<file path="src/hdl/bmpfb_pkg.sv">
// ----------------------------------------------------------------------------
// bmpfb_pkg
// Shared types and constants of the 24-bit BMP to framebuffer writer.
// ----------------------------------------------------------------------------
package bmpfb_pkg;

  // Default parameter values
  localparam int MAX_DIM_DEF         = 4096;
  localparam int MAX_DATA_OFFSET_DEF = 65535;

  // Fixed field widths
  localparam int KIND_W     = 3;
  localparam int ADDR_W     = 28;
  localparam int PIX_W      = 24;
  localparam int PITCH_W    = 16;
  localparam int SCR_W      = 13;
  localparam int PLACE_W    = 12;
  localparam int CFG_IDX_W  = 2;
  localparam int CFG_DATA_W = 16;

  // Header layout
  localparam int HDR_LEN  = 54;
  localparam int OFS_POS  = 10;
  localparam int WID_POS  = 18;
  localparam int HGT_POS  = 22;
  localparam int BPP_POS  = 28;
  localparam logic [7:0]  CH_B   = 8'h42;
  localparam logic [7:0]  CH_M   = 8'h4D;
  localparam logic [15:0] BPP_24 = 16'd24;

  // Parser phases
  localparam logic [2:0] PH_HEADER = 3'd0;
  localparam logic [2:0] PH_SKIP   = 3'd1;
  localparam logic [2:0] PH_PIXELS = 3'd2;
  localparam logic [2:0] PH_DONE   = 3'd3;
  localparam logic [2:0] PH_ERROR  = 3'd4;

  // Result kinds
  localparam logic [KIND_W-1:0] RK_PIXEL   = 3'd0;
  localparam logic [KIND_W-1:0] RK_DONE    = 3'd1;
  localparam logic [KIND_W-1:0] RK_NOT_BMP = 3'd2;
  localparam logic [KIND_W-1:0] RK_DEPTH   = 3'd3;
  localparam logic [KIND_W-1:0] RK_SIZE    = 3'd4;
  localparam logic [KIND_W-1:0] RK_TRUNC   = 3'd5;

  // Configuration register indexes and reset values
  localparam logic [CFG_IDX_W-1:0] CFG_LINE_PITCH    = 2'd0;
  localparam logic [CFG_IDX_W-1:0] CFG_SCREEN_WIDTH  = 2'd1;
  localparam logic [CFG_IDX_W-1:0] CFG_SCREEN_HEIGHT = 2'd2;
  localparam logic [PITCH_W-1:0]   PITCH_RST  = 16'd7680;
  localparam logic [SCR_W-1:0]     SCR_W_RST  = 13'd1920;
  localparam logic [SCR_W-1:0]     SCR_H_RST  = 13'd1080;

  typedef struct packed {
    logic       kind;
    logic [7:0] byte_value;
  } in_item_t;

  typedef struct packed {
    logic [KIND_W-1:0] result_kind;
    logic [ADDR_W-1:0] address;
    logic [PIX_W-1:0]  pixel_data;
    logic              last_of_run;
  } out_item_t;

  typedef struct packed {
    logic [PITCH_W-1:0] line_pitch;
    logic [SCR_W-1:0]   screen_width;
    logic [SCR_W-1:0]   screen_height;
  } cfg_t;

  // Up to two results produced by one word
  typedef struct packed {
    logic [1:0] count;
    out_item_t  item0;
    out_item_t  item1;
  } push_t;

endpackage

</file>
<file path="src/hdl/bmpfb_core.sv">
// ----------------------------------------------------------------------------
// bmpfb_core
// Header parser, offset skip, row/pixel walker; one word per cycle on go.
// ----------------------------------------------------------------------------
module bmpfb_core #(
  parameter int MAX_DIM         = bmpfb_pkg::MAX_DIM_DEF,
  parameter int MAX_DATA_OFFSET = bmpfb_pkg::MAX_DATA_OFFSET_DEF
) (
  input  logic                clk,
  input  logic                rst,
  input  logic                go,
  input  bmpfb_pkg::in_item_t item,
  input  bmpfb_pkg::cfg_t     cfg,
  output bmpfb_pkg::push_t    push
);
  import bmpfb_pkg::*;

  localparam int DIM_W  = $clog2(MAX_DIM + 1);
  localparam int SX_W   = ((DIM_W > SCR_W) ? DIM_W : SCR_W) + 1;
  localparam int ROW_W  = $clog2(3 * MAX_DIM + 4);
  localparam int OFS_W  = $clog2(MAX_DATA_OFFSET + 1);
  localparam int PROD_W = SX_W + PITCH_W;

  logic [2:0]         phase, phase_next;
  logic [OFS_W-1:0]   byte_position, byte_position_next;
  logic [OFS_W-1:0]   data_start, data_start_next;
  logic [31:0]        hdr_offset, hdr_offset_next;
  logic [31:0]        hdr_width, hdr_width_next;
  logic [31:0]        hdr_height, hdr_height_next;
  logic [15:0]        bits_per_pixel, bits_per_pixel_next;
  logic               sig_ok, sig_ok_next;
  logic [DIM_W-1:0]   image_width, image_width_next;
  logic [DIM_W-1:0]   image_height, image_height_next;
  logic [ROW_W-1:0]   row_last, row_last_next;
  logic [ROW_W-1:0]   row_byte_index, row_byte_index_next;
  logic [DIM_W-1:0]   file_row, file_row_next;
  logic [DIM_W-1:0]   col, col_next;
  logic [1:0]         chan, chan_next;
  logic [SX_W-1:0]    sx, sx_next;
  logic [SX_W-1:0]    sy, sy_next;
  logic [PLACE_W-1:0] place_x, place_x_next;
  logic [7:0]         blue_hold, blue_hold_next;
  logic [7:0]         green_hold, green_hold_next;

  logic [7:0]         b;
  logic [1:0]         ofs_lane, wid_lane, hgt_lane;
  logic               size_bad;
  logic [SX_W-1:0]    w_s, h_s, sw_s, sh_s;
  logic [PLACE_W-1:0] cx, cy;
  logic [ROW_W-1:0]   w3, row_len;
  logic [OFS_W-1:0]   hdr_ofs_cut, skip_next;
  logic [PROD_W-1:0]  row_base, addr_sum;
  logic               emit_px, emit_st;
  logic [KIND_W-1:0]  st_kind;
  out_item_t          px_item, st_item;

  assign b = item.byte_value;

  assign ofs_lane = 2'(byte_position - OFS_W'(OFS_POS));
  assign wid_lane = 2'(byte_position - OFS_W'(WID_POS));
  assign hgt_lane = 2'(byte_position - OFS_W'(HGT_POS));

  assign size_bad = (hdr_width == 32'd0) || (hdr_width > 32'(MAX_DIM)) ||
                    (hdr_height == 32'd0) || (hdr_height > 32'(MAX_DIM)) ||
                    (hdr_offset > 32'(MAX_DATA_OFFSET));

  // Placement at header end: center only when smaller in both axes
  assign w_s  = SX_W'(hdr_width[DIM_W-1:0]);
  assign h_s  = SX_W'(hdr_height[DIM_W-1:0]);
  assign sw_s = SX_W'(cfg.screen_width);
  assign sh_s = SX_W'(cfg.screen_height);
  always_comb begin
    cx = '0;
    cy = '0;
    if (w_s < sw_s && h_s < sh_s) begin
      cx = PLACE_W'((sw_s - w_s) >> 1);
      cy = PLACE_W'((sh_s - h_s) >> 1);
    end
  end

  // Padded row length: round width*3 up to a multiple of four
  assign w3      = (ROW_W'(hdr_width[DIM_W-1:0]) << 1) + ROW_W'(hdr_width[DIM_W-1:0]);
  assign row_len = (w3 + ROW_W'(3)) & ~ROW_W'(3);

  assign hdr_ofs_cut = (hdr_offset < 32'(HDR_LEN)) ? OFS_W'(HDR_LEN)
                                                   : hdr_offset[OFS_W-1:0];
  assign skip_next   = byte_position + OFS_W'(1);

  assign row_base = PROD_W'(sy) * PROD_W'(cfg.line_pitch);
  assign addr_sum = row_base + (PROD_W'(sx) << 2);

  always_comb begin
    phase_next          = phase;
    byte_position_next  = byte_position;
    data_start_next     = data_start;
    hdr_offset_next     = hdr_offset;
    hdr_width_next      = hdr_width;
    hdr_height_next     = hdr_height;
    bits_per_pixel_next = bits_per_pixel;
    sig_ok_next         = sig_ok;
    image_width_next    = image_width;
    image_height_next   = image_height;
    row_last_next       = row_last;
    row_byte_index_next = row_byte_index;
    file_row_next       = file_row;
    col_next            = col;
    chan_next           = chan;
    sx_next             = sx;
    sy_next             = sy;
    place_x_next        = place_x;
    blue_hold_next      = blue_hold;
    green_hold_next     = green_hold;
    emit_px             = 1'b0;
    emit_st             = 1'b0;
    st_kind             = RK_DONE;

    if (go) begin
      if (item.kind) begin
        if (phase == PH_HEADER || phase == PH_SKIP || phase == PH_PIXELS) begin
          emit_st = 1'b1;
          st_kind = RK_TRUNC;
        end
        phase_next         = PH_HEADER;
        byte_position_next = '0;
      end else begin
        case (phase)
          PH_HEADER: begin
            if (byte_position == OFS_W'(0)) begin
              sig_ok_next = (b == CH_B);
            end else if (byte_position == OFS_W'(1)) begin
              sig_ok_next = sig_ok && (b == CH_M);
            end else if (byte_position >= OFS_W'(OFS_POS) &&
                         byte_position <= OFS_W'(OFS_POS + 3)) begin
              hdr_offset_next[{ofs_lane, 3'b000} +: 8] = b;
            end else if (byte_position >= OFS_W'(WID_POS) &&
                         byte_position <= OFS_W'(WID_POS + 3)) begin
              hdr_width_next[{wid_lane, 3'b000} +: 8] = b;
            end else if (byte_position >= OFS_W'(HGT_POS) &&
                         byte_position <= OFS_W'(HGT_POS + 3)) begin
              hdr_height_next[{hgt_lane, 3'b000} +: 8] = b;
            end else if (byte_position == OFS_W'(BPP_POS)) begin
              bits_per_pixel_next[7:0] = b;
            end else if (byte_position == OFS_W'(BPP_POS + 1)) begin
              bits_per_pixel_next[15:8] = b;
            end
            byte_position_next = skip_next;
            if (byte_position == OFS_W'(HDR_LEN - 1)) begin
              if (!sig_ok) begin
                phase_next = PH_ERROR;
                emit_st    = 1'b1;
                st_kind    = RK_NOT_BMP;
              end else if (bits_per_pixel != BPP_24) begin
                phase_next = PH_ERROR;
                emit_st    = 1'b1;
                st_kind    = RK_DEPTH;
              end else if (size_bad) begin
                phase_next = PH_ERROR;
                emit_st    = 1'b1;
                st_kind    = RK_SIZE;
              end else begin
                image_width_next    = hdr_width[DIM_W-1:0];
                image_height_next   = hdr_height[DIM_W-1:0];
                data_start_next     = hdr_ofs_cut;
                row_last_next       = row_len - ROW_W'(1);
                row_byte_index_next = '0;
                file_row_next       = '0;
                col_next            = '0;
                chan_next           = 2'd0;
                place_x_next        = cx;
                sx_next             = SX_W'(cx);
                sy_next             = SX_W'(cy) + h_s - SX_W'(1);
                phase_next = (hdr_ofs_cut == OFS_W'(HDR_LEN)) ? PH_PIXELS : PH_SKIP;
              end
            end
          end
          PH_SKIP: begin
            byte_position_next = skip_next;
            if (skip_next >= data_start) begin
              phase_next = PH_PIXELS;
            end
          end
          PH_PIXELS: begin
            if (col < image_width) begin
              case (chan)
                2'd0: begin
                  blue_hold_next = b;
                  chan_next      = 2'd1;
                end
                2'd1: begin
                  green_hold_next = b;
                  chan_next       = 2'd2;
                end
                default: begin
                  emit_px   = (sx < sw_s) && (sy < sh_s);
                  chan_next = 2'd0;
                  col_next  = col + DIM_W'(1);
                  sx_next   = sx + SX_W'(1);
                end
              endcase
            end
            if (row_byte_index == row_last) begin
              // next file row is one screen row up
              row_byte_index_next = '0;
              file_row_next       = file_row + DIM_W'(1);
              col_next            = '0;
              chan_next           = 2'd0;
              sx_next             = SX_W'(place_x);
              sy_next             = sy - SX_W'(1);
              if (file_row == image_height - DIM_W'(1)) begin
                phase_next = PH_DONE;
                emit_st    = 1'b1;
                st_kind    = RK_DONE;
              end
            end else begin
              row_byte_index_next = row_byte_index + ROW_W'(1);
            end
          end
          default: ;
        endcase
      end
    end
  end

  always_comb begin
    px_item.result_kind = RK_PIXEL;
    px_item.address     = ADDR_W'(addr_sum);
    px_item.pixel_data  = {b, green_hold, blue_hold};
    px_item.last_of_run = !emit_st;
    st_item.result_kind = st_kind;
    st_item.address     = '0;
    st_item.pixel_data  = '0;
    st_item.last_of_run = 1'b1;
    push.count = 2'(emit_px) + 2'(emit_st);
    push.item0 = emit_px ? px_item : st_item;
    push.item1 = st_item;
  end

  always_ff @(posedge clk) begin
    if (rst) begin
      phase         <= PH_HEADER;
      byte_position <= '0;
    end else begin
      phase         <= phase_next;
      byte_position <= byte_position_next;
    end
  end

  always_ff @(posedge clk) begin
    data_start     <= data_start_next;
    hdr_offset     <= hdr_offset_next;
    hdr_width      <= hdr_width_next;
    hdr_height     <= hdr_height_next;
    bits_per_pixel <= bits_per_pixel_next;
    sig_ok         <= sig_ok_next;
    image_width    <= image_width_next;
    image_height   <= image_height_next;
    row_last       <= row_last_next;
    row_byte_index <= row_byte_index_next;
    file_row       <= file_row_next;
    col            <= col_next;
    chan           <= chan_next;
    sx             <= sx_next;
    sy             <= sy_next;
    place_x        <= place_x_next;
    blue_hold      <= blue_hold_next;
    green_hold     <= green_hold_next;
  end

endmodule

</file>
<file path="src/hdl/bmpfb_outq.sv">
// ----------------------------------------------------------------------------
// bmpfb_outq
// Three-entry result queue; up to two in a cycle, one out when not stalled.
// ----------------------------------------------------------------------------
module bmpfb_outq (
  input  logic                 clk,
  input  logic                 rst,
  input  bmpfb_pkg::push_t     push,
  output logic                 room,
  output logic                 out_valid,
  input  logic                 out_stall,
  output bmpfb_pkg::out_item_t out_item
);
  import bmpfb_pkg::*;

  localparam int DEPTH = 3;

  out_item_t  q [DEPTH];
  out_item_t  q_next [DEPTH];
  logic [1:0] cnt, cnt_next;
  logic [1:0] fill;
  logic       pop;

  assign out_valid = (cnt != 2'd0);
  assign out_item  = q[0];
  assign pop       = out_valid && !out_stall;
  // a word may enter only when two slots are sure to be free
  assign room      = (cnt <= 2'd1);
  assign fill      = cnt - 2'(pop);

  always_comb begin
    for (int i = 0; i < DEPTH; i++) begin
      q_next[i] = q[i];
    end
    if (pop) begin
      for (int i = 0; i < DEPTH - 1; i++) begin
        q_next[i] = q[i + 1];
      end
    end
    if (push.count != 2'd0) begin
      q_next[fill] = push.item0;
    end
    if (push.count == 2'd2) begin
      q_next[fill + 2'd1] = push.item1;
    end
    cnt_next = fill + push.count;
  end

  always_ff @(posedge clk) begin
    if (rst) begin
      cnt <= '0;
    end else begin
      cnt <= cnt_next;
    end
  end

  always_ff @(posedge clk) begin
    for (int i = 0; i < DEPTH; i++) begin
      q[i] <= q_next[i];
    end
  end

endmodule

</file>
<file path="src/hdl/bmp24_stream_to_framebuffer.sv">
// ----------------------------------------------------------------------------
// bmp24_stream_to_framebuffer
// 24-bit BMP byte stream to XRGB8888 framebuffer write generator.
// ----------------------------------------------------------------------------
// Usage:
//   in_*  : one word per file byte (kind 0) or an end-of-stream marker
//           (kind 1). A word is taken when in_valid is high and in_stall low.
//   out_* : pixel writes (address, pixel_data) and done/error/truncated
//           reports; last_of_run marks the last result of an input word.
//   cfg_* : line pitch and screen size, written by index while idle;
//           cfg_ready is always high.
// Throughput is one input word per cycle while out_stall stays low. The only
// word that makes two results is the last byte of the last row when it also
// closes a pixel; the output side then gives the two results one after the
// other and in_stall may rise. From input accept to the first result a word
// passes the input register and then the result queue. The address multiply
// (screen row times pitch) sits between those two registers.
// Reset clears the parser to header phase, empties both stages and loads
// the default pitch and screen size. When out_stall is held the three-entry
// result queue fills and in_stall rises; no result is dropped.
// ----------------------------------------------------------------------------
module bmp24_stream_to_framebuffer #(
  parameter int MAX_DIM         = bmpfb_pkg::MAX_DIM_DEF,
  parameter int MAX_DATA_OFFSET = bmpfb_pkg::MAX_DATA_OFFSET_DEF
) (
  input  logic                                 clk,
  input  logic                                 rst,
  input  logic                                 in_valid,
  output logic                                 in_stall,
  input  bmpfb_pkg::in_item_t                  in_item,
  output logic                                 out_valid,
  input  logic                                 out_stall,
  output bmpfb_pkg::out_item_t                 out_item,
  input  logic                                 cfg_valid,
  output logic                                 cfg_ready,
  input  logic [bmpfb_pkg::CFG_IDX_W-1:0]      cfg_index,
  input  logic [bmpfb_pkg::CFG_DATA_W-1:0]     cfg_data
);
  import bmpfb_pkg::*;

  logic     in_full;
  in_item_t in_reg;
  logic     room;
  logic     advance;
  cfg_t     cfg;
  push_t    push;

  assign cfg_ready = 1'b1;
  assign advance   = in_full && room;
  assign in_stall  = in_full && !room;

  always_ff @(posedge clk) begin
    if (rst) begin
      in_full <= 1'b0;
    end else if (in_valid && !in_stall) begin
      in_full <= 1'b1;
    end else if (advance) begin
      in_full <= 1'b0;
    end
  end

  always_ff @(posedge clk) begin
    if (in_valid && !in_stall) begin
      in_reg <= in_item;
    end
  end

  always_ff @(posedge clk) begin
    if (rst) begin
      cfg.line_pitch    <= PITCH_RST;
      cfg.screen_width  <= SCR_W_RST;
      cfg.screen_height <= SCR_H_RST;
    end else if (cfg_valid && cfg_ready) begin
      case (cfg_index)
        CFG_LINE_PITCH:    cfg.line_pitch    <= cfg_data[PITCH_W-1:0];
        CFG_SCREEN_WIDTH:  cfg.screen_width  <= cfg_data[SCR_W-1:0];
        CFG_SCREEN_HEIGHT: cfg.screen_height <= cfg_data[SCR_W-1:0];
        default: ;
      endcase
    end
  end

  bmpfb_core #(
    .MAX_DIM         (MAX_DIM),
    .MAX_DATA_OFFSET (MAX_DATA_OFFSET)
  ) u_core (
    .clk  (clk),
    .rst  (rst),
    .go   (advance),
    .item (in_reg),
    .cfg  (cfg),
    .push (push)
  );

  bmpfb_outq u_outq (
    .clk       (clk),
    .rst       (rst),
    .push      (push),
    .room      (room),
    .out_valid (out_valid),
    .out_stall (out_stall),
    .out_item  (out_item)
  );

endmodule

</file>
<file path="config.mk">
export PLATFORM = sky130hd
export DESIGN_NAME = bmp24_stream_to_framebuffer
export DESIGN_NICKNAME = d
export VERILOG_FILES = /design/src/hdl/bmpfb_pkg.sv /design/src/hdl/bmpfb_core.sv /design/src/hdl/bmpfb_outq.sv /design/src/hdl/bmp24_stream_to_framebuffer.sv
export SDC_FILE = /design/constraint.sdc
export NUM_CORES = 2
export LEC_CHECK = 0
export BUFFER_PORTS_ARGS = -buffer_cell sky130_fd_sc_hd__buf_2
export CAP_MARGIN = 20
export CORE_MARGIN = 1.5
export CORE_UTILIZATION = 49
export CTS_CLUSTER_DIAMETER = 30
export DETAILED_ROUTE_END_ITERATION = 7
export HOLD_SLACK_MARGIN = 0.08
export PLACE_DENSITY = 0.68
export SLEW_MARGIN = 20
export SYNTH_ARGS = -nofsm -noshare
export SYNTH_HDL_FRONTEND = slang
export SYNTH_SLANG_ARGS = --single-unit
</file>
<file path="constraint.sdc">
create_clock -name clk -period 7.81 [get_ports clk]
set_input_delay 1.1715 -clock clk [delete_from_list [all_inputs] [get_ports clk]]
set_output_delay 1.1715 -clock clk [all_outputs]
set_load 0.02 [all_outputs]
</file>
==> results.py <==
metrics = {
    "run_status": {
        "status": "finished, final reports clean",
    },
    "synth": {
        "synth_xor_area_share_pct": 4.43,
        "async_reset_ff_share_pct": 0,
        "synth.distinct_cells": 77,
        "syn_inst": 3588,
        "yosys.area_share.adder_pct": 19.3,
        "ys_seq_elements": 506,
        "avgSynthCellArea_um2": 9.37,
        "synthMuxAreaShare_pct": 1.67,
        "yosysSeqAreaShare_pct": 38.3,
        "synth_top_family_by_area": "adder cells",
        "synth_top_flop_cell": "edfxtp_1",
        "synth_edf_count": 274,
        "ys.warnings.count": 0,
        "synth_nets": 4029,
        "synth_area_mm2": 0.0336,
        "synth-compound-area-share_pct": 11.4,
        "synth-simple-area-share_pct": 17.6,
    },
    "timing": {
        "tightest_slew_ps": 1100,
        "min_period_over_period_pct": 87.9,
        "fin_skew_ps": 60.8,
        "setup_viol": 0,
        "relSlewSlack_pct": 26.1,
        "worst_slack_ps": 946,
        "rsz0062_at_grt": "no",
        "max_freq_mhz": 146,
        "min_period_ps": 6860,
        "fin_tns_setup_ps": 0,
        "hold_viol": 0,
        "finalMaxSlewViolations": 0,
    },
    "place": {
        "post_dp_cell_area_mm2": 0.0344,
        "dp_slack_ps": 1010,
        "port_buffers": 89,
        "place_congestion": 0.912,
        "dp_hpwl_um": 60600,
    },
    "cells_and_area": {
        "diodes": 0,
        "drive_gt1_share_pct": 9.62,
        "syn2layout_area_growth_pct": 12.9,
        "fin_nets": 4023,
        "largest_reg_flops": 168,
        "final_cell_area_mm2": 0.0380,
        "reg_top3": "u_outq.q: 168 flops, cfg: 42 flops",
        "regMostFlops": "u_outq.q",
    },
    "floorplan": {
        "die_h_um": 265,
        "io_pins": 91,
        "dieArea_mm2": 0.0702,
        "core_mm2": 0.0675,
        "rows": 95,
        "die_x_um": 265,
        "initial_utilization_pct": 49.8,
    },
    "drt": {
        "drcViolationCount": 0,
        "drt-wirelength-per-cell_um": 18.8,
        "drtAntennaViolNets": 0,
        "met3RoutedLength_um": 6080,
        "drtIter0Drc": 2278,
        "vias_per_cell": 5.64,
        "routed.top_layer": "met4",
        "wl_met1_um": 38800,
        "drt-total-wl_um": 85300,
        "drt_pass1_iterations": 5,
        "vias": 25609,
        "wl_met2_um": 38800,
    },
    "setup_path": {
        "crit_required_ps": 8330,
        "start_kind": "flip-flop",
        "path_cells": "and2_1 -> fa_1 -> inv_1 -> fa_1 -> inv_1 -> fa_1 -> fa_1 -> fa_1 -> inv_1 -> fa_1 -> inv_1 -> ha_1 -> a21oi_1 -> nand2b_1 -> a211oi_1 -> a211oi_1 -> o31ai_1 -> a31oi_1 -> xor2_1 -> a32o_1",
        "crit_type": "flip-flop to flip-flop",
        "cp_max_fo": 21,
        "slowest_delay_ps": 690,
        "slowest_stage": "edfxtp_1",
        "worstSetupEndpointType": "flip-flop",
        "worst_ep_arrival_time_ps": 7390,
        "crit_top_cell": "fa_1",
    },
    "grt": {
        "grt_antenna_before_repair": 0,
        "grt_overflow": 0,
        "grt_max_degree": 94,
        "grt_pass1_wl_um": 138000,
        "grt_pass1_vias": 25132,
        "track_usage_pct": 24.7,
    },
    "power": {
        "p_leak_uw": 0.0160,
        "irDropWorstVdd_mv": 0.221,
        "p_per_area_mw_per_mm2": 251,
    },
    "clock_network": {
        "cts_buffers": 103,
        "cts_tree": "yes",
        "htree_levels": 3,
        "cts_resized": 0,
        "root_buffer": "clkbuf_16",
        "clock-sinks": 506,
        "clock_path_buffers": 3,
        "cts.clk_slew.worst_paths_ps": 50,
        "cts-hold-fix-buffers": 0,
        "clk_latency_ps": 690,
        "postCtsSetupBuffers": 0,
    },
    "flow_run": {
        "drv_cap": 0,
    },
    "worst_hold_path": {
        "worstHoldPathType": "flip-flop to flip-flop",
    },
}
-- placed cells by master, fill, tap and decap left out, drive strengths merged, types with 9 or more instances in the layout --
| cell | n |
|---|---|
| buf | 127 |
| nor4 | 44 |
| a31oi | 56 |
| inv | 375 |
| clkbuf | 130 |
| nand4 | 28 |
| o21a | 18 |
| a21oi | 272 |
| or2 | 16 |
| o211ai | 13 |
| nor3b | 9 |
| nand2 | 433 |
| mux2i | 54 |
| ha | 227 |
| dfxtp | 232 |
| fa | 182 |
| xor2 | 81 |
| clkinv | 45 |
| nand2b | 21 |
| nor2b | 26 |
| a21o | 33 |
| nor2 | 226 |
| xnor2 | 89 |
| and3 | 31 |
| and2 | 181 |
| a211oi | 61 |
| nor3 | 47 |
| o31ai | 10 |
| or3 | 9 |
| edfxtp | 274 |
| a22oi | 11 |
| o21ai | 80 |
| nand3 | 114 |
-- synth_stat cells (all sizes together), types with 56 or more instances --
| cell | n | area share [%] |
|---|---|---|
| a211oi | 61 | 1.4 |
| a21oi | 272 | 4.1 |
| a31oi | 56 | 1.0 |
| and2 | 181 | 3.4 |
| buf | 71 | 1.5 |
| clkbuf | 167 | 1.9 |
| dfxtp | 232 | 14 |
| edfxtp | 274 | 24 |
| fa | 182 | 11 |
| ha | 227 | 8.4 |
| inv | 367 | 4.1 |
| nand2 | 433 | 4.8 |
| nand3 | 114 | 1.7 |
| nor2 | 226 | 2.5 |
| o21ai | 80 | 1.2 |
| xnor2 | 89 | 2.3 |
| xor2 | 81 | 2.1 |
-- metal layers --
layer	vias to the layer above	track usage (%)
met5	-	0
met4	0	6.29
met3	120	4.09
met2	833	38.7
met1	12508	35.4
li1	12148	-
-- stage by stage --
| stage | hold WS [ps] | power [uW] | std cells | util (%) |
|---|---|---|---|---|
| CTS | 450 | 9570 | 4542 | 56.2 |
| detailed placement | 438 | 5200 | 4350 | 51.0 |
| global placement | 436 | 5190 | 4350 | 51.0 |
| finish | 450 | 9550 | 4542 | 56.2 |
| global route | 457 | 9970 | 4542 | 56.2 |
| floorplan | 426 | 4740 | 3588 | - |
-- final timing paths --
path / end / slack, ps / cells past startpoint / startpoint
worst max-delay path: u_outq.q[0][164]$_DFF_P_ / 950 / 20 / u_core.sy[10]$_DFFE_PP_
worst min-delay path: u_outq.q[0][135]$_DFF_P_ / 450 / 2 / u_outq.q[0][135]$_DFF_P_
worst max register to register: u_outq.q[0][164]$_DFF_P_ / 950 / 20 / u_core.sy[10]$_DFFE_PP_
worst min register to register: u_outq.q[0][135]$_DFF_P_ / 450 / 2 / u_outq.q[0][135]$_DFF_P_
-- critical path: cells and delay by family (launching register included) --
| family | cells | cell delay (ps) |
|---|---|---|
| buf+inv | 4 | 240 |
| compound gates | 6 | 1610 |
| xor+xnor | 1 | 210 |
| simple gates | 2 | 480 |
| fa+ha+maj | 7 | 3510 |
| flops | 1 | 690 |
-- power by group --
group | internal [uW] | total, uW | leakage (uW) | switching, uW
registers | 3050 | 3220 | 0.00440 | 175
clock network | 2830 | 4350 | 0.00173 | 1520
logic | 751 | 1980 | 0.00986 | 1220
-- kinds of logic (layout without fill, tap and decap cells) --
| logic type | count (synthesis) | count (layout) |
|---|---|---|
| AND/OR/NAND/NOR | 1216 | 1216 |
| AO/OA/AOI/OAI | 625 | 625 |
| flip-flops | 506 | 506 |
| other | 1 | 1 |
| XOR/XNOR | 170 | 170 |
| adder cells (fa/ha/maj) | 409 | 409 |
| multiplexers | 56 | 56 |
| buffers and inverters | 605 | 686 |
-- area by class of cell --
class,instances,area (um2)
clock inverters,62,669
inverters,367,1380
fillers,5872,29600
flip-flops and latches,506,12900
multi-input cells,2477,18400
well taps,873,1090
repair buffers,127,731
clock buffers,130,2850
No activity file was read; power rests on OpenSTA's default activity.
